**src/rtl/core/icz_pkg.sv**
```systemverilog
// Shared types, constants and helpers for the zero-padded image convolution block.
// Every file of the block but icz_ram uses this package by scoped names.
// Depends on nothing.
package icz_pkg;

    localparam int MAX_WIDTH  = 1024;
    localparam int MAX_RADIUS = 2;
    localparam int COEF_BITS  = 12;
    localparam int COEF_PITCH = 12;
    localparam int COEF_FRAC  = COEF_BITS - 3;

    localparam int PIX_W      = 8;
    localparam int WIN_SIDE   = 2 * MAX_RADIUS + 1;
    localparam int LINES      = 2 * MAX_RADIUS;
    localparam int LINE_WORD_W = PIX_W * LINES;
    localparam int NUM_ROWS   = 5;
    localparam int COL_W      = $clog2(MAX_WIDTH);
    localparam int RAD_W      = 2;
    localparam int WIDTH_W    = 11;
    localparam int HEIGHT_W   = 13;
    localparam int EFF_W_W    = $clog2(MAX_WIDTH + 1);
    localparam int TOTAL_W    = EFF_W_W + HEIGHT_W;
    localparam int POS_W      = TOTAL_W + 1;
    localparam int LAG_W      = EFF_W_W + 2;
    localparam int CFG_DATA_W = 60;
    localparam int CFG_IDX_W  = 3;
    localparam int PROD_W     = PIX_W + 1 + COEF_BITS;
    localparam int ROWSUM_W   = PROD_W + 3;
    localparam int SUM_W      = PROD_W + 5;
    localparam int QUEUE_DEPTH = 4;
    localparam int QPTR_W     = $clog2(QUEUE_DEPTH);
    localparam int QCNT_W     = $clog2(QUEUE_DEPTH + 1);

    // Configuration register indexes.
    localparam logic [CFG_IDX_W-1:0] REG_RADIUS = 3'd0;
    localparam logic [CFG_IDX_W-1:0] REG_WIDTH  = 3'd1;
    localparam logic [CFG_IDX_W-1:0] REG_HEIGHT = 3'd2;
    localparam logic [CFG_IDX_W-1:0] REG_COEF_A = 3'd3;
    localparam logic [CFG_IDX_W-1:0] REG_COEF_B = 3'd4;
    localparam logic [CFG_IDX_W-1:0] REG_COEF_C = 3'd5;
    localparam logic [CFG_IDX_W-1:0] REG_COEF_D = 3'd6;
    localparam logic [CFG_IDX_W-1:0] REG_COEF_E = 3'd7;

    typedef logic [NUM_ROWS-1:0][CFG_DATA_W-1:0] coef_rows_t;

    typedef struct packed {
        logic             op;
        logic [PIX_W-1:0] pixel_in;
    } in_beat_t;

    typedef struct packed {
        logic [PIX_W-1:0] pixel_out;
        logic             frame_end;
    } out_beat_t;

    // Sanitized configuration as seen by the datapath.
    typedef struct packed {
        logic                rad2;
        logic [EFF_W_W-1:0]  width;
        logic [HEIGHT_W-1:0] height;
        logic [TOTAL_W-1:0]  total;
        logic [LAG_W-1:0]    lag;
        coef_rows_t          coef;
    } cfg_t;

    // One classified beat travelling from the front to the back.
    typedef struct packed {
        logic [PIX_W-1:0]    pix;
        logic                emit;
        logic                last;
        logic [COL_W-1:0]    col;
        logic [WIN_SIDE-1:0] row_ok;
        logic [WIN_SIDE-1:0] col_ok;
    } work_t;

    function automatic logic signed [COEF_BITS-1:0] coef_at(
        input coef_rows_t rows, input int row, input int col);
        coef_at = rows[row][COEF_PITCH*col +: COEF_BITS];
    endfunction

endpackage

```
**src/rtl/core/icz_front.sv**
```systemverilog
// Front end: accepts input beats, tracks input and output raster positions and
// classifies each beat (stored pixel, output due, border masks). Uses icz_pkg.
module icz_front (
    input  logic             aclk,
    input  logic             aresetn,
    input  icz_pkg::cfg_t    cfg,
    input  logic             s_valid,
    output logic             s_ready,
    input  icz_pkg::in_beat_t s_data,
    input  logic             q_full,
    output logic             q_push,
    output icz_pkg::work_t   q_data
);

    logic [icz_pkg::POS_W-1:0]    in_pos_reg, in_pos_next;
    logic [icz_pkg::COL_W-1:0]    in_col_reg, in_col_next;
    logic [icz_pkg::LAG_W-1:0]    diff_reg, diff_next;
    logic [icz_pkg::TOTAL_W-1:0]  out_pos_reg, out_pos_next;
    logic [icz_pkg::HEIGHT_W-1:0] out_row_reg, out_row_next;
    logic [icz_pkg::COL_W-1:0]    out_col_reg, out_col_next;

    logic                         accept;
    logic                         emit;
    logic                         last;
    logic [icz_pkg::COL_W-1:0]    w_last;
    logic [icz_pkg::PIX_W-1:0]    pix;
    logic [icz_pkg::WIN_SIDE-1:0] row_ok;
    logic [icz_pkg::WIN_SIDE-1:0] col_ok;

    assign s_ready = !q_full;
    assign accept  = s_valid && s_ready;
    assign q_push  = accept;
    assign w_last  = icz_pkg::COL_W'(cfg.width - 1'b1);

    always_comb begin
        int rv;
        int rr;
        int cc;
        rv = cfg.rad2 ? 2 : 1;
        pix = (!s_data.op && (in_pos_reg < icz_pkg::POS_W'(cfg.total)))
            ? s_data.pixel_in : '0;
        emit = (diff_reg >= cfg.lag);
        last = emit && ((icz_pkg::POS_W'(out_pos_reg) + 1'b1) >= icz_pkg::POS_W'(cfg.total));
        // Window line k holds rows r+R-k; column k holds columns c+R-k.
        for (int k = 0; k < icz_pkg::WIN_SIDE; k++) begin
            rr = int'(out_row_reg) + rv - k;
            cc = int'(out_col_reg) + rv - k;
            row_ok[k] = (k <= 2 * rv) && (rr >= 0) && (rr < int'(cfg.height));
            col_ok[k] = (k <= 2 * rv) && (cc >= 0) && (cc < int'(cfg.width));
        end
    end

    always_comb begin
        in_pos_next  = in_pos_reg;
        in_col_next  = in_col_reg;
        diff_next    = diff_reg;
        out_pos_next = out_pos_reg;
        out_row_next = out_row_reg;
        out_col_next = out_col_reg;
        if (accept) begin
            if (last) begin
                in_pos_next  = '0;
                in_col_next  = '0;
                diff_next    = '0;
                out_pos_next = '0;
                out_row_next = '0;
                out_col_next = '0;
            end else begin
                in_pos_next = in_pos_reg + 1'b1;
                in_col_next = (in_col_reg == w_last) ? '0 : in_col_reg + 1'b1;
                if (emit) begin
                    out_pos_next = out_pos_reg + 1'b1;
                    if (out_col_reg == w_last) begin
                        out_col_next = '0;
                        out_row_next = out_row_reg + 1'b1;
                    end else begin
                        out_col_next = out_col_reg + 1'b1;
                    end
                end else begin
                    diff_next = diff_reg + 1'b1;
                end
            end
        end
    end

    always_ff @(posedge aclk) begin
        if (!aresetn) begin
            in_pos_reg  <= '0;
            in_col_reg  <= '0;
            diff_reg    <= '0;
            out_pos_reg <= '0;
            out_row_reg <= '0;
            out_col_reg <= '0;
        end else begin
            in_pos_reg  <= in_pos_next;
            in_col_reg  <= in_col_next;
            diff_reg    <= diff_next;
            out_pos_reg <= out_pos_next;
            out_row_reg <= out_row_next;
            out_col_reg <= out_col_next;
        end
    end

    always_comb begin
        q_data.pix    = pix;
        q_data.emit   = emit;
        q_data.last   = last;
        q_data.col    = in_col_reg;
        q_data.row_ok = row_ok;
        q_data.col_ok = col_ok;
    end

endmodule

```
**config.mk**
```make
export PLATFORM = sky130hd
export DESIGN_NAME = icz_front
export DESIGN_NICKNAME = d
export VERILOG_FILES = /design/src/rtl/core/icz_pkg.sv /design/src/rtl/core/icz_front.sv
export SDC_FILE = /design/constraint.sdc
export NUM_CORES = 1
export LEC_CHECK = 0
export BUFFER_PORTS_ARGS = -buffer_cell sky130_fd_sc_hd__buf_2
export CAP_MARGIN = 10
export CORE_UTILIZATION = 45
export CTS_CLUSTER_SIZE = 40
export DETAILED_ROUTE_END_ITERATION = 10
export PLACE_DENSITY = 0.73
export SETUP_SLACK_MARGIN = 0.1
export SYNTH_ARGS = -nofsm -noshare
export SYNTH_HDL_FRONTEND = slang
export SYNTH_SLANG_ARGS = --single-unit
```
**constraint.sdc**
```tcl
create_clock -name aclk -period 6.1 [get_ports aclk]
set_input_delay 0.61 -clock aclk [delete_from_list [all_inputs] [get_ports aclk]]
set_output_delay 0.61 -clock aclk [all_outputs]
set_load 0.005 [all_outputs]
```
==> summary.md <==
| Metric | Value |
|---|---|
| Initial DRT Pass Iterations | 7 |
| R2R cell count | 18 |
| Number of violations reported at the end of detailed-routing iteration 0 | around 630 |
| Met2 Track Usage GR | between 30% and 40% |
| Pwr Total | 1.514 mW |
| Detailed-placement wirelength estimate | 23,180 um |
| Post-placement cell area | roughly 0.012 mm2 |
| Antenna violations before repair | 0 |
| Clock tree root buffer cell | clkbuf_16 |
| Reg-to-reg endpoint | out_row_reg[3]$_SDFFE_PN0P_ |
| Total via count in the routed design | 10.77k |
| Outcome | finished clean |
| RR Startpoint | out_pos_reg[0]$_SDFFE_PN0P_ |
| Number of pins with negative max-slew slack in the final report | 0 |
| Number of flip-flops in the largest register | 25 |
| CTS resizes | 0 |
| I/O Buffers | between 100 and 150 |
| Maximum fanout count along the critical path | 10 |
| Number of CTS-inserted buffers | 9 |
| Number of placement rows | between 50 and 60 |
| Remaining antenna violation count after routing | 0 |
| Via count normalized by instance count | about 5.6 |
| Die area | roughly 0.026 mm2 |
| Total wirelength of the detailed-routed design | about 29,000 um |
| Top cells by area in the synthesized netlist | ha_1 (22%), dfxtp_1 (17%), xnor2_1 (9.1%) |
| Final Worst Setup Slack | about 0.55 ns |
| Worst voltage drop across the vdd grid | 0.1711 mV |
| Post-synthesis sequential area ratio | between 15 and 20% |
| Final Instance Count excl. Fillers | 1,910 |
| Clock input transition at the sequential cells of the worst setup and hold paths | 0.08 ns |
| Area of all placed cells without fillers | about 0.013 mm2 |
| Most frequently used flop master after synthesis | dfxtp_1 |
| Pre-CTS setup slack | roughly 0.54 ns |
| Net count after synthesis | between 2k and 2.5k |
| Post-Synthesis Cell Area | between 0.01 and 0.015 mm2 |
| Total negative slack | 0 ns |
| Dominant cell type by area after synthesis | ha_1 |
| Leakage | approximately 6 nW |
| Global-route wire length before repair | around 48,000 um |
| Number of enable-type register cells in the synthesized netlist | 0 |
| Type of element capturing the critical path | primary output |
| Path type of the worst min-delay path | flop to flop |
| Buffers inserted by post-CTS timing repair | 0 |
| Part of the cycle the worst path needs | between 90% and 100% |
| Reg-to-reg setup timing slack | roughly 1.2 ns |
| Hold Slack | about 0.47 ns |
| Number of I/O pins | between 400 and 500 |
| Area added between synthesis and finish | 11.04% |
| GRT met1 Usage | between 30% and 40% |
| Hold-critical path endpoint | out_pos_reg[20]$_SDFFE_PN0P_ |
| Antenna cell count | 0 |
| #FFs+latches synth | 95 |
| GR Util met3 | 2.944% |
| Beginning of the critical path | cfg[361] |
| Hold Crit Depth | 2 |
| Synthesized area per cell | roughly 7.7 um2 |
| Count of final setup violators | 0 |
| PwrDens | approximately 120 mW/mm2 |
| Area of the core | between 0.02 and 0.025 mm2 |
| Post-route clock skew | between 0.01 and 0.015 ns |
| Unrepaired setup endpoints after global routing | no |
| Global placer's final weighted congestion | just over 0.9 |
| Achievable clock frequency | 180.3 MHz |
| Kind of critical path | input port to primary output |
| Clock tree from TritonCTS | built |
| Max H-tree Level | 3 |
| Yosys cell types | 83 |
| Asr flop ratio synth | 0% |
| Crit path launch type | input port |
| Final period demand of the worst path | between 5 and 6 ns |
| Fin nets | 2,155 |
| DRC violations left | 0 |
| Buffer depth of the longest clock path | 2 |
| Fraction of the core area covered by cells at the end of the flow | roughly 50% |
| Final global-route overflow total | 0 |
| Width of the chip | 160.9 um |
| Clock Sink Count | 95 |
| Max-cap violations | 0 |
| Count of hold buffers inserted by post-cts repair | 0 |
| Number of placed instances, taps included | 1,894 |
| Wire length per cell | 15.29 um |
| Arrival time at the worst endpoint | ~4.9 ns |
| Fraction of final layout cells sized beyond drive strength 1 | 11.22% |
| Slew at the pin closest to its max-slew limit | between 0.8 and 0.9 ns |
| Startpoint of the worst hold path | out_pos_reg[20]$_SDFFE_PN0P_ |
| Pin count of the biggest net entering global routing | 57 |
| Height of the chip | around 160 um |
| Final hold violations | 0 |
| Synth warn | 0 |
| Overall track demand over capacity in global routing | between 20% and 30% |
| Share of Yosys cell area claimed by the top area cell type | 21.70% |
| Data required time of the worst path | ~5.5 ns |
| Initial Utilization | a little under half |
| Worst max-slew margin expressed relative to the limit | ~45% |
| Most heavily used metal layer in global routing | met2 |
| Number of cells produced by synthesis | roughly 1.5k |
| Number of global-route vias before repair | 9,962 |
| Clock insertion delay at the later pin of the skew report | around 0.36 ns |
logic make-up after synthesis:
kind of cell               synth area share (%)
and+or+nand+nor                           24.34
adders and majority gates                 22.14
DFF                                       16.74
AOI/OAI and AO/OA                         16.69
xor gates and xnor gates                  13.57
muxes                                    0.7159
buffers and inverters                     5.815
layout make-up:
type	count	area, um2
fillers	2400	11920
multi-input cells	1221	8805
flip-flops and latches	95	1902
repair buffers	139	778.2
inverters	115	434.2
well taps	324	405.4
clock buffers	9	225.2
clock inverters	7	65.06
where the power goes:
part / switching [mW] / total, mW / internal (mW) / leakage, nW
clock network: 0.280 / 0.567 / 0.287 / 0.140
logic: 0.181 / 0.321 / 0.139 / 4.92
registers: 0.00405 / 0.626 / 0.622 / 0.765
total: 0.466 / 1.51 / 1.05 / 5.83
synth_stat cells, drive strengths merged, types with 6 or more instances:
master / number
ha: 197
nand2: 130
nor2: 126
xnor2: 120
inv: 113
dfxtp: 95
nand3: 84
o21ai: 69
a21oi: 67
xor2: 53
clkbuf: 38
nor3: 35
nand4: 30
a21o: 27
a21boi: 26
nand2b: 23
and3: 20
nor4: 19
nor2b: 15
o21a: 15
buf: 14
or3: 14
o211ai: 12
a211oi: 10
nor3b: 10
or4: 10
and2: 9
nand4b: 8
mux2i: 7
o31ai: 7
or2: 7
o2111ai: 6
worst max path at each step:
stage,end,slack [ns],cells past startpoint
after floorplan,q_data[9],0.97,17
after global placement,q_data[9],0.55,18
after detailed placement,q_data[9],0.54,18
after CTS,q_data[9],0.53,18
after global routing,q_data[3],0.33,21
final,q_data[9],0.55,18
cell usage in the layout, fill, tap and decap left out, types with 9 or more instances in the layout:
master	count
ha_1	197
or4_1	9
nor2_1	125
nand4_1	30
o211ai_1	12
nor3b_1	9
o21a_1	15
buf_4	33
or3_1	14
nand3_1	83
a21o_1	27
nor3_1	35
nand2_1	130
a211oi_1	10
xnor2_1	118
nor4_1	17
and2_1	9
nand2b_1	23
buf_2	106
a21boi_0	25
inv_1	110
dfxtp_1	95
xor2_1	53
a21oi_1	67
clkbuf_16	9
o21ai_0	67
and3_1	19
nor2b_1	15
routing by layer:
metal / vias to the layer above / part of all wire, % / routed length (um)
li1: 5458 / - / -
met1: 4990 / 48 / 14110
met2: 280 / 45 / 13130
met3: 40 / 4.8 / 1398
met4: 0 / 1.9 / 561
met5: - / 0 / 0
worst max-delay path: stages:
cell and delay (ns):
buf_2 0.08, inv_1 0.07, ha_1 0.24, fa_1 0.44, and3_4 0.24, xnor2_4 0.16, inv_4 0.05, or4b_4 0.57
or4_4 0.63, xnor2_1 0.17, ha_1 0.30, a211oi_1 0.23, nand2_1 0.08, a31oi_1 0.16, o21ai_0 0.16, a21o_1 0.22
a2111oi_2 0.34, buf_2 0.17
(Power assumes the default switching activity.)
