### src/rtl/core/icz_pkg.sv
// Shared types, constants and helpers for the zero-padded image convolution block.
// Every file of the block but icz_ram uses this package by scoped names.
// Depends on nothing.
package icz_pkg;

    localparam int MAX_WIDTH  = 1024;
    localparam int MAX_RADIUS = 2;
    localparam int COEF_BITS  = 12;
    localparam int COEF_PITCH = 12;
    localparam int COEF_FRAC  = COEF_BITS - 3;

    localparam int PIX_W      = 8;
    localparam int WIN_SIDE   = 2 * MAX_RADIUS + 1;
    localparam int LINES      = 2 * MAX_RADIUS;
    localparam int LINE_WORD_W = PIX_W * LINES;
    localparam int NUM_ROWS   = 5;
    localparam int COL_W      = $clog2(MAX_WIDTH);
    localparam int RAD_W      = 2;
    localparam int WIDTH_W    = 11;
    localparam int HEIGHT_W   = 13;
    localparam int EFF_W_W    = $clog2(MAX_WIDTH + 1);
    localparam int TOTAL_W    = EFF_W_W + HEIGHT_W;
    localparam int POS_W      = TOTAL_W + 1;
    localparam int LAG_W      = EFF_W_W + 2;
    localparam int CFG_DATA_W = 60;
    localparam int CFG_IDX_W  = 3;
    localparam int PROD_W     = PIX_W + 1 + COEF_BITS;
    localparam int ROWSUM_W   = PROD_W + 3;
    localparam int SUM_W      = PROD_W + 5;
    localparam int QUEUE_DEPTH = 4;
    localparam int QPTR_W     = $clog2(QUEUE_DEPTH);
    localparam int QCNT_W     = $clog2(QUEUE_DEPTH + 1);

    // Configuration register indexes.
    localparam logic [CFG_IDX_W-1:0] REG_RADIUS = 3'd0;
    localparam logic [CFG_IDX_W-1:0] REG_WIDTH  = 3'd1;
    localparam logic [CFG_IDX_W-1:0] REG_HEIGHT = 3'd2;
    localparam logic [CFG_IDX_W-1:0] REG_COEF_A = 3'd3;
    localparam logic [CFG_IDX_W-1:0] REG_COEF_B = 3'd4;
    localparam logic [CFG_IDX_W-1:0] REG_COEF_C = 3'd5;
    localparam logic [CFG_IDX_W-1:0] REG_COEF_D = 3'd6;
    localparam logic [CFG_IDX_W-1:0] REG_COEF_E = 3'd7;

    typedef logic [NUM_ROWS-1:0][CFG_DATA_W-1:0] coef_rows_t;

    typedef struct packed {
        logic             op;
        logic [PIX_W-1:0] pixel_in;
    } in_beat_t;

    typedef struct packed {
        logic [PIX_W-1:0] pixel_out;
        logic             frame_end;
    } out_beat_t;

    // Sanitized configuration as seen by the datapath.
    typedef struct packed {
        logic                rad2;
        logic [EFF_W_W-1:0]  width;
        logic [HEIGHT_W-1:0] height;
        logic [TOTAL_W-1:0]  total;
        logic [LAG_W-1:0]    lag;
        coef_rows_t          coef;
    } cfg_t;

    // One classified beat travelling from the front to the back.
    typedef struct packed {
        logic [PIX_W-1:0]    pix;
        logic                emit;
        logic                last;
        logic [COL_W-1:0]    col;
        logic [WIN_SIDE-1:0] row_ok;
        logic [WIN_SIDE-1:0] col_ok;
    } work_t;

    function automatic logic signed [COEF_BITS-1:0] coef_at(
        input coef_rows_t rows, input int row, input int col);
        coef_at = rows[row][COEF_PITCH*col +: COEF_BITS];
    endfunction

endpackage

### src/rtl/core/icz_queue.sv
// Short register queue between the front end and the back end.
// Uses icz_pkg for the work item type and depth.
module icz_queue (
    input  logic           aclk,
    input  logic           aresetn,
    input  logic           push,
    input  icz_pkg::work_t push_data,
    output logic           full,
    input  logic           pop,
    output icz_pkg::work_t pop_data,
    output logic           empty
);

    icz_pkg::work_t               mem_reg [icz_pkg::QUEUE_DEPTH];
    logic [icz_pkg::QPTR_W-1:0]   wr_ptr_reg, wr_ptr_next;
    logic [icz_pkg::QPTR_W-1:0]   rd_ptr_reg, rd_ptr_next;
    logic [icz_pkg::QCNT_W-1:0]   count_reg, count_next;

    assign full     = (count_reg == icz_pkg::QCNT_W'(icz_pkg::QUEUE_DEPTH));
    assign empty    = (count_reg == '0);
    assign pop_data = mem_reg[rd_ptr_reg];

    always_comb begin
        wr_ptr_next = push ? wr_ptr_reg + 1'b1 : wr_ptr_reg;
        rd_ptr_next = pop ? rd_ptr_reg + 1'b1 : rd_ptr_reg;
        count_next  = count_reg;
        if (push && !pop) begin
            count_next = count_reg + 1'b1;
        end else if (pop && !push) begin
            count_next = count_reg - 1'b1;
        end
    end

    always_ff @(posedge aclk) begin
        if (!aresetn) begin
            wr_ptr_reg <= '0;
            rd_ptr_reg <= '0;
            count_reg  <= '0;
        end else begin
            wr_ptr_reg <= wr_ptr_next;
            rd_ptr_reg <= rd_ptr_next;
            count_reg  <= count_next;
        end
    end

    always_ff @(posedge aclk) begin
        if (push) begin
            mem_reg[wr_ptr_reg] <= push_data;
        end
    end

endmodule

### config.mk
export PLATFORM = sky130hd
export DESIGN_NAME = icz_queue
export DESIGN_NICKNAME = d
export VERILOG_FILES = /design/src/rtl/core/icz_pkg.sv /design/src/rtl/core/icz_queue.sv
export SDC_FILE = /design/constraint.sdc
export NUM_CORES = 1
export LEC_CHECK = 0
export ABC_AREA = 0
export BUFFER_PORTS_ARGS = -buffer_cell sky130_fd_sc_hd__buf_4
export CAP_MARGIN = 40
export CORE_ASPECT_RATIO = 1.1
export CORE_UTILIZATION = 55
export CTS_CLUSTER_SIZE = 40
export DETAILED_ROUTE_END_ITERATION = 6
export PLACE_DENSITY_LB_ADDON = 0.15
export SLEW_MARGIN = 10
export SYNTH_ARGS = -nofsm -noshare
export SYNTH_HDL_FRONTEND = slang
export SYNTH_SLANG_ARGS = --single-unit
export TNS_END_PERCENT = 100
### constraint.sdc
create_clock -name aclk -period 2.2 [get_ports aclk]
set_input_delay 0.44 -clock aclk [delete_from_list [all_inputs] [get_ports aclk]]
set_output_delay 0.44 -clock aclk [all_outputs]
set_load 0.005 [all_outputs]
==> qor.yml, run 1 <==
worstPathCellList: "clkbuf_16 -> mux4_2 -> buf_6"
powerDensity_nw_per_um2: 1010
async_flop_share: 0
core_sq_um: 8410
h-tree-depth: 4
syn_area_per_cell_sq_um: 24.0
clk_latency_ns: 0.50
cp.required_ns: 1.76
numCtsBuffers: 17
postCtsHoldBufs: 0
slowest_stage: "mux4_2"
pin_count: 66
power.total_mw: 6.33
place_congestion: 0.671
status: "complete, but fails checks"
fp.dieH_um: 99.7
root_buffer: "clkbuf_8"
clockPowerShare: 0.438
syn_area_sq_um: 4770
rows: 35
yosysTopAreaCellShare: 0.755
p_int_mw: 4.97
dieWidth_um: 90.8
reg2reg_slack_ns: 0.64
critPathCaptureType: "output pin"
p_leak_nw: 2.20
final_cell_mix: "edfxtp_1, buf_4, mux4_2, buf_6, clkbuf_16"
grt_pass1_vias: 2331
min_period_ns: 2.25
dp_hpwl_mm: 4.41
wire_per_inst_um: 20.3
clock_path_buffers: 2
path_class: "reg -> out"
ys.flop_type: "edfxtp_1"
cp_max_fo: 7
cp_num_buf_inv: 2
hold_viol_final: 0
fmax_mhz: 445
io_buffers: 65
antenna_found_initial: 0
drc: 0
hold_ws_ns: 0.136
r2r_cells: 4
synth_seq_cells: 129
worst_pin_slew_ns: 0.455
largest_reg_flops: 120
grtUsageTotal: 0.196
overflow: 0
dieArea_sq_um: 9060
synth_edf_count: 120
yosys.area.top_type: "edfxtp_1"
cts_setup_buffers: 0
grt_pass1_wl_mm: 12.5
final_common_cell: "edfxtp_1"
finalWorstSetupSlack_ns: -0.0493
num_vias: 2269
pwr-share-seq: 0.453
fin_nets: 326
ant_nets: 0
start_util: 0.568
cts.sinks: 129
crit_path_max_incr_delay_ns: 0.53
grt_setup_unrepaired: "true"
syn_inst: 199
cp.arrival_ns: 1.81
finalCritPeriodShare: 1.02
syn_nets: 239
p_sw_mw: 1.35
vias_per_cell: 5.53
syn_to_final_growth_pct: 31.4
antenna_cells: 0
start_kind: "register"
switching_share: 0.214
hold_end: "mem_reg[1][27]"
holdPathStages: 1
setup_violations: 19
slew_viol_final: 0
hold_path_class: "in -> reg"
crit_family: "multiplexers"
cts.reportedPaths.clkPinSlew_ns: 0.06
violations: "negative setup slack"
ys_seq_area_frac: 0.793
drv_cap: 0
ys_warn_count: 0
r2r-end: "mem_reg[0][22]"
combPwrFrac: 0.109
relSlewSlack: 0.697
drt_wl_total_mm: 8.33
grt_max_degree: 31
drtIter0Drc: 182
ir_drop_v: 0.000664
reg2reg_from: "wr_ptr_reg[0]"
drt_first_pass_iters: 4
tns_ns: -0.332
worstHoldStart: "push_data[27]"
synthTopCellsByArea: "edfxtp_1, mux4_2, dfxtp_1, ha_1, and2_1"
fin_worst_skew_ns: 0.00551
cts_tree: "yes"
drive_gt1_frac: 0.468
synth_cell_types: 19
## routing by layer
| metal | GRT usage | share of wire |
|---|---|---|
| met3 | 0.0604 | 0.056 |
| met5 | 0 | 0 |
| met2 | 0.326 | 0.52 |
| met4 | 0.0879 | 0.0092 |
| met1 | 0.240 | 0.42 |
## Yosys cell counts (all sizes together) (2+ instances only)
cell    instances
and2            9
mux2i           2
inv             4
edfxtp        120
ha              5
nor2b           2
buf             6
mux4           30
dfxtp           9
xnor2           2
xor2            3
## area by class of cell
cell class	instances	area, sq um
sequential	129	3790
clock inverter	14	181
clock buffer	18	418
tap	111	139
fill	491	2140
inverter	4	15.0
timing repair buffer	74	801
multi-input combinational	60	931
## what timing repair did
action	4_1_cts	5_1_grt
endpoints found under the hold margin	0	0
gates cloned	2	1
endpoints found under the setup margin	30	30
gates resized for setup	30	3
## logic make-up (layout without fill, tap and decap cells)
family,Yosys count,after routing,synth area share
multiplexers,32,32,0.146
XOR/XNOR,5,5,0.00918
AND/OR/NAND/NOR,15,15,0.0191
adder cells (fa/ha/maj),6,6,0.0173
buffers and inverters,10,110,0.0134
AO/OA/AOI/OAI,2,2,0.00262
flip-flops,129,129,0.793
## power groups by stage
stage	Clock (mW)	Combinational (mW)	Sequential [mW]
floorplan	0	0.299	2.90
global placement	0	0.583	2.90
detailed placement	0	0.592	2.91
CTS	2.81	0.681	2.86
global route	2.91	0.739	2.88
finish	2.77	0.690	2.86
## worst max-delay path by stage
stage | start | end | cells after the start | slack [ns]
floorplan | pop | count_reg[2] | 7 | 0.48
global placement | pop | count_reg[2] | 8 | 0.33
detailed placement | pop | count_reg[2] | 8 | 0.27
CTS | register | pop_data[8] | 3 | -0.07
global route | register | pop_data[0] | 3 | -0.11
finish | register | pop_data[0] | 3 | -0.05
## metrics by stage
stage | util | instances | setup WS [ns] | cell area [sq um]
global route | 0.746 | 410 | -0.106 | 6270
global placement | 0.651 | 375 | 0.327 | 5480
detailed placement | 0.651 | 375 | 0.273 | 5480
finish | 0.746 | 410 | -0.0493 | 6270
CTS | 0.742 | 409 | -0.0682 | 6240
floorplan | - | 199 | 0.483 | 4770
No activity file was read; power rests on OpenSTA's default activity.
==> run 2: changes to the inputs <==
--- a/config.mk
+++ b/config.mk
@@ -9,7 +9,7 @@
 export BUFFER_PORTS_ARGS = -buffer_cell sky130_fd_sc_hd__buf_4
 export CAP_MARGIN = 40
 export CORE_ASPECT_RATIO = 1.1
-export CORE_UTILIZATION = 55
+export CORE_UTILIZATION = 56
 export CTS_CLUSTER_SIZE = 40
 export DETAILED_ROUTE_END_ITERATION = 6
 export PLACE_DENSITY_LB_ADDON = 0.15
==> run 2 against run 1 <==
  * Power decreased by 0.14%
  * Hold slack lost 0.0012 ns
  * Setup slack better by 0.069 ns
  * Sequential cell count is the same
  * Clock power is essentially flat
  * Clock-buffer cell count stayed put
  * Via count decreased by 2.1%
  * First-iteration DRC count is 31% lower
  * Maximum frequency grew 3.2%
  * Final cell count decreased by 0.24%
  * The run now ends clean
==> qor.yml, run 2 (same netlist as run 1, synthesis figures left out) <==
status: "finished, final reports clean"
grt_max_degree: 18  # -42%
ant_nets: 0  # unchanged
fmax_mhz: 459  # +3.2%
num_vias: 2221  # -2.1%
largest_reg_flops: 120  # unchanged
dp_hpwl_mm: 4.75  # +7.5%
powerDensity_nw_per_um2: 1020  # +0.80%
overflow: 0  # unchanged
cp.arrival_ns: 1.74  # -0.07 ns
cts.sinks: 129  # unchanged
fin_util: 0.769  # +0.0227
cts_setup_buffers: 0  # unchanged
hold_path_class: "in -> reg"
reg2reg_slack_ns: 0.68  # +0.04 ns
fin_nets: 328  # +0.61%
path_class: "reg -> out"
vias_per_cell: 5.43  # -1.9%
wire_per_inst_um: 20.3  # -0.21%
drt_wl_total_mm: 8.29  # -0.46%
dpl_cell_area_sq_um: 5470  # -0.21%
p_leak_nw: 2.19  # -0.58%
root_buffer: "clkbuf_8"
ir_drop_v: 0.000667  # +0.47%
setup_violations: 0  # -19
worst_pin_slew_ns: 0.412  # -0.0424 ns
core_sq_um: 8080  # -3.9%
dp.cells: 376  # +0.27%
clk_latency_ns: 0.50  # about the same
start_util: 0.591  # +0.0228
min_period_ns: 2.18  # -0.0692 ns
hold_end: "mem_reg[3][6]"
cp.required_ns: 1.76  # about the same
worstHoldStart: "push_data[6]"
dieWidth_um: 90.0  # -0.88%
drv_cap: 0  # unchanged
clock_path_buffers: 2  # unchanged
start_kind: "register"
grt_pass1_vias: 2401  # +3.0%
final_cell_mix: "edfxtp_1, buf_4, mux4_2, buf_6, clkbuf_16"
cp_max_fo: 13  # +6
reg2reg_from: "count_reg[0]"
finalInstanceArea_sq_um: 6210  # -0.94%
numCtsBuffers: 17  # unchanged
rows: 34  # -2.9%
drive_gt1_frac: 0.472  # +0.00353
critPathCaptureType: "output pin"
r2r_cells: 4  # unchanged
finalCritPeriodShare: 0.991  # -0.0315
io_buffers: 65  # unchanged
final_common_cell: "edfxtp_1"
antenna_found_initial: 0  # unchanged
drtIter0Drc: 125  # -31%
antenna_cells: 0  # unchanged
final_cells: 409  # -0.24%
fin_worst_skew_ns: 0.00563  # +0.000126 ns
place_congestion: 0.662  # -1.4%
slew_viol_final: 0  # unchanged
grtUsageTotal: 0.206  # +0.00970
cts_tree: "yes"
fp.dieH_um: 98.8  # -0.88%
cts.reportedPaths.clkPinSlew_ns: 0.06  # about the same
syn_to_final_growth_pct: 30.2
r2r-end: "count_reg[2]"
drc: 0  # unchanged
pin_count: 66  # unchanged
dieArea_sq_um: 8900  # -1.8%
h-tree-depth: 4  # unchanged
grt_setup_unrepaired: "true"
grt_pass1_wl_mm: 13.0  # +4.4%
drt_first_pass_iters: 4  # unchanged
holdPathStages: 1  # unchanged
relSlewSlack: 0.725  # +0.0283
hold_viol_final: 0  # unchanged
==> run 2: cell types whose count changed in the layout (fill, tap and decap cells not counted), sizes merged <==
cell / before / now
clkinv: 7 / 3
inv: 7 / 10
buf: 73 / 75
clkinvlp: 1 / 2
==> run 2: repair_timing <==
action                     CTS  global route
cloned                       0             1
hold buffers                 0             0
gates resized for setup     12            22
setup endpoints to repair   16            30
==> run 2: area by class of cell <==
cell class	instances	area (sq um)
Clock buffer	18	418
Tap cell	108	135
Sequential cell	129	3790
Timing Repair Buffer	76	751
Inverter	4	15.0
Fill cell	445	1870
Clock inverter	14	176
Multi-Input combinational cell	60	931
==> run 2: worst max path at each step <==
stage	from	to	slack, ns	depth (start not counted)
after floorplan	pop	count_reg[2]	0.48	7
after global placement	pop	count_reg[2]	0.33	8
after detailed placement	pop	count_reg[2]	0.26	8
after CTS	register	pop_data[28]	-0.02	3
after global routing	register	pop_data[28]	-0.05	3
final	register	pop_data[28]	0.02	3
==> run 2: critical path: stages (launching register included) <==
cell     delay (ns)
dfxtp_4        0.39
buf_12         0.17
mux4_2         0.55
buf_6          0.14
==> run 2: power by group <==
| group | switching, mW | total [mW] | internal [mW] |
|---|---|---|---|
| Clock | 1.05 | 2.79 | 1.74 |
| Combinational | 0.269 | 0.663 | 0.394 |
| Sequential | 0.0465 | 2.86 | 2.81 |
| Total | 1.36 | 6.32 | 4.95 |
==> run 2: through the flow <==
step / setup WS, ns / total power [mW] / hold slack, ns / TNS (ns)
2_1_floorplan: 0.483 / 3.20 / 0.472 / 0
3_3_place_gp: 0.328 / 3.48 / 0.494 / 0
3_5_place_dp: 0.260 / 3.49 / 0.505 / 0
4_1_cts: -0.0239 / 6.31 / 0.110 / -0.107
5_1_grt: -0.0476 / 6.52 / 0.108 / -0.374
6_report: 0.0199 / 6.32 / 0.135 / 0
==> run 2: metal layers <==
layer / global-route usage / vias to the layer above / wire length, um
met4: 0.0943 / 0 / 177
li1: - / 1002 / -
met1: 0.264 / 1125 / 3470
met3: 0.0563 / 17 / 366
met5: 0 / - / 0
met2: 0.334 / 77 / 4270
==> run 3: changes to the inputs <==
--- a/config.mk
+++ b/config.mk
@@ -6,12 +6,12 @@
 export NUM_CORES = 1
 export LEC_CHECK = 0
 export ABC_AREA = 0
-export BUFFER_PORTS_ARGS = -buffer_cell sky130_fd_sc_hd__buf_4
 export CAP_MARGIN = 40
 export CORE_ASPECT_RATIO = 1.1
-export CORE_UTILIZATION = 56
+export CORE_UTILIZATION = 61
 export CTS_CLUSTER_SIZE = 40
 export DETAILED_ROUTE_END_ITERATION = 6
+export DONT_BUFFER_PORTS = 1
 export PLACE_DENSITY_LB_ADDON = 0.15
 export SLEW_MARGIN = 10
 export SYNTH_ARGS = -nofsm -noshare
==> run 3 against run 2 <==
  * Clock-buffer cell count unchanged
  * Die area shrank 8.0%
  * Non-clock buffer count down 66
  * Combinational power is 40% lower
  * Register-to-register slack worse by 0.06 ns
  * Final cell count shrank 17%
  * Final area down 11%
  * Power down 8.9%
  * Utilization down 3.1 points
  * Clock skew fell by 0.00065 ns
  * Clock power shrank 11%
  * Sequential share of layout area rose by 7.3 points
  * Critical path type unchanged
  * Largest power group unchanged
  * Highest routed layer unchanged
==> qor.yml, run 3 (same netlist as run 1, synthesis figures left out) <==
status: "finished, final reports clean"
nFillCells: 435  # -2.2%
reg2reg_from: "count_reg[0]"
vias_per_cell: 5.91  # +8.9%
critPathCaptureType: "output pin"
fin_worst_skew_ns: 0.00498  # -0.000654 ns
cts.reportedPaths.clkPinSlew_ns: 0.06  # about the same
multi_input_area_sq_um: 931  # unchanged
wire_per_inst_um: 23.1  # +14%
worstHoldStart: "push_data[21]"
drt_first_pass_iters: 4  # unchanged
finalCritPeriodShare: 0.947  # -0.0443
io_buffers: 0  # -100%
min_period_ns: 2.08  # -0.0974 ns
clock_path_buffers: 2  # unchanged
fin_nets: 262  # -20%
tns_ns: 0  # unchanged
final_common_cell: "edfxtp_1"
relSlewSlack: 0.698  # -0.0272
cp.required_ns: 1.76  # about the same
root_buffer: "clkbuf_8"
grtUsageTotal: 0.212  # +0.00561
seq_area_sq_um: 3780  # about the same
grt_setup_unrepaired: "false"
cp.arrival_ns: 1.64  # -0.10 ns
dieArea_sq_um: 8180  # -8.0%
dpl_cell_area_sq_um: 4980  # -8.8%
drtIter0Drc: 136  # +8.8%
core_sq_um: 7510  # -7.0%
antenna_found_initial: 0  # unchanged
p_leak_nw: 1.80  # -18%
hold_viol_final: 0  # unchanged
fp.dieH_um: 94.8  # -4.1%
drv_cap: 0  # unchanged
dp_hpwl_mm: 4.81  # +1.4%
fin_util: 0.738  # -0.0311
drt_wl_total_mm: 7.81  # -5.8%
cp_max_fo: 10  # -3
ant_nets: 0  # unchanged
antenna_cells: 0  # unchanged
cts.sinks: 129  # unchanged
num_vias: 1998  # -10%
ir_drop_v: 0.000793  # +19%
overflow: 0  # unchanged
drc: 0  # unchanged
path_class: "reg -> out"
syn_to_final_growth_pct: 16.1
drive_gt1_frac: 0.305  # -0.167
dieWidth_um: 86.3  # -4.1%
slew_viol_final: 0  # unchanged
clk_latency_ns: 0.50  # about the same
fmax_mhz: 480  # +4.7%
cts_tree: "yes"
largest_reg_flops: 120  # unchanged
cts_setup_buffers: 0  # unchanged
final_cell_mix: "edfxtp_1, mux4_2, clkbuf_16"
rows: 33  # -2.9%
finalInstanceArea_sq_um: 5540  # -11%
pin_count: 66  # unchanged
hold_ws_ns: 0.0335  # -0.101 ns
numCtsBuffers: 17  # unchanged
grt_pass1_vias: 2077  # -13%
h-tree-depth: 4  # unchanged
worst_pin_slew_ns: 0.453  # +0.0408 ns
place_congestion: 0.656  # -0.82%
setup_violations: 0  # unchanged
powerDensity_nw_per_um2: 1040  # +2.1%
start_util: 0.635  # +0.0446
grt_pass1_wl_mm: 11.6  # -11%
grt_max_degree: 21  # +3
start_kind: "register"
hold_path_class: "in -> reg"
==> run 3: cell count changes in the layout (fill, tap and decap cells not counted), sizes merged <==
cell	change
bufinv	-1
clkinv	+4
inv	-6
buf	-67
clkinvlp	+1
dlygate4sd3	+2
clkbuf	-1
==> run 3: critical path, cell delays in order, from the launching register on <==
cell and delay (ns):
dfxtp_2 0.35, buf_4 0.23, mux4_2 0.56
==> run 3: path summary, 6_finish.rpt <==
kind	endpoint	slack, ns	cells past startpoint
min	mem_reg[2][21]	0.03	0
max	pop_data[3]	0.12	2
min reg2reg	count_reg[2]	0.54	2
max reg2reg	count_reg[2]	0.62	4
==> run 3: final cells by class <==
cell class / count / area share
Sequential cell: 129 / 0.683
Multi-Input combinational cell: 60 / 0.168
Clock buffer: 18 / 0.0754
Timing Repair Buffer: 10 / 0.0257
Tap cell: 105 / 0.0237
Clock inverter: 12 / 0.0217
Inverter: 4 / 0.00271
==> run 3: layer usage <==
metal	track usage	vias to the layer above	routed length, um
met5	0	-	0
met4	0.0875	0	59
met3	0.0795	7	553
met2	0.359	77	4350
met1	0.243	1042	2850
li1	-	872	-
==> run 3: timing repair <==
action,in CTS,in global routing
endpoints found under the hold margin,0,2
gates resized for setup,0,0
hold buffers,0,2
==> run 3: power by group <==
group / internal (mW) / switching (mW)
Sequential: 2.82 / 0.0455
Combinational: 0.197 / 0.199
Clock: 1.58 / 0.912
Total: 4.59 / 1.16
==> run 3: through the flow <==
| stage | instances | setup slack (ns) | power (mW) |
|---|---|---|---|
| finish | 338 | 0.117 | 5.75 |
| global route | 338 | 0.0451 | 5.94 |
| CTS | 336 | 0.0861 | 5.80 |
| detailed placement | 306 | 0.310 | 3.31 |
| global placement | 306 | 0.457 | 3.28 |
| floorplan | 199 | 0.483 | 3.20 |
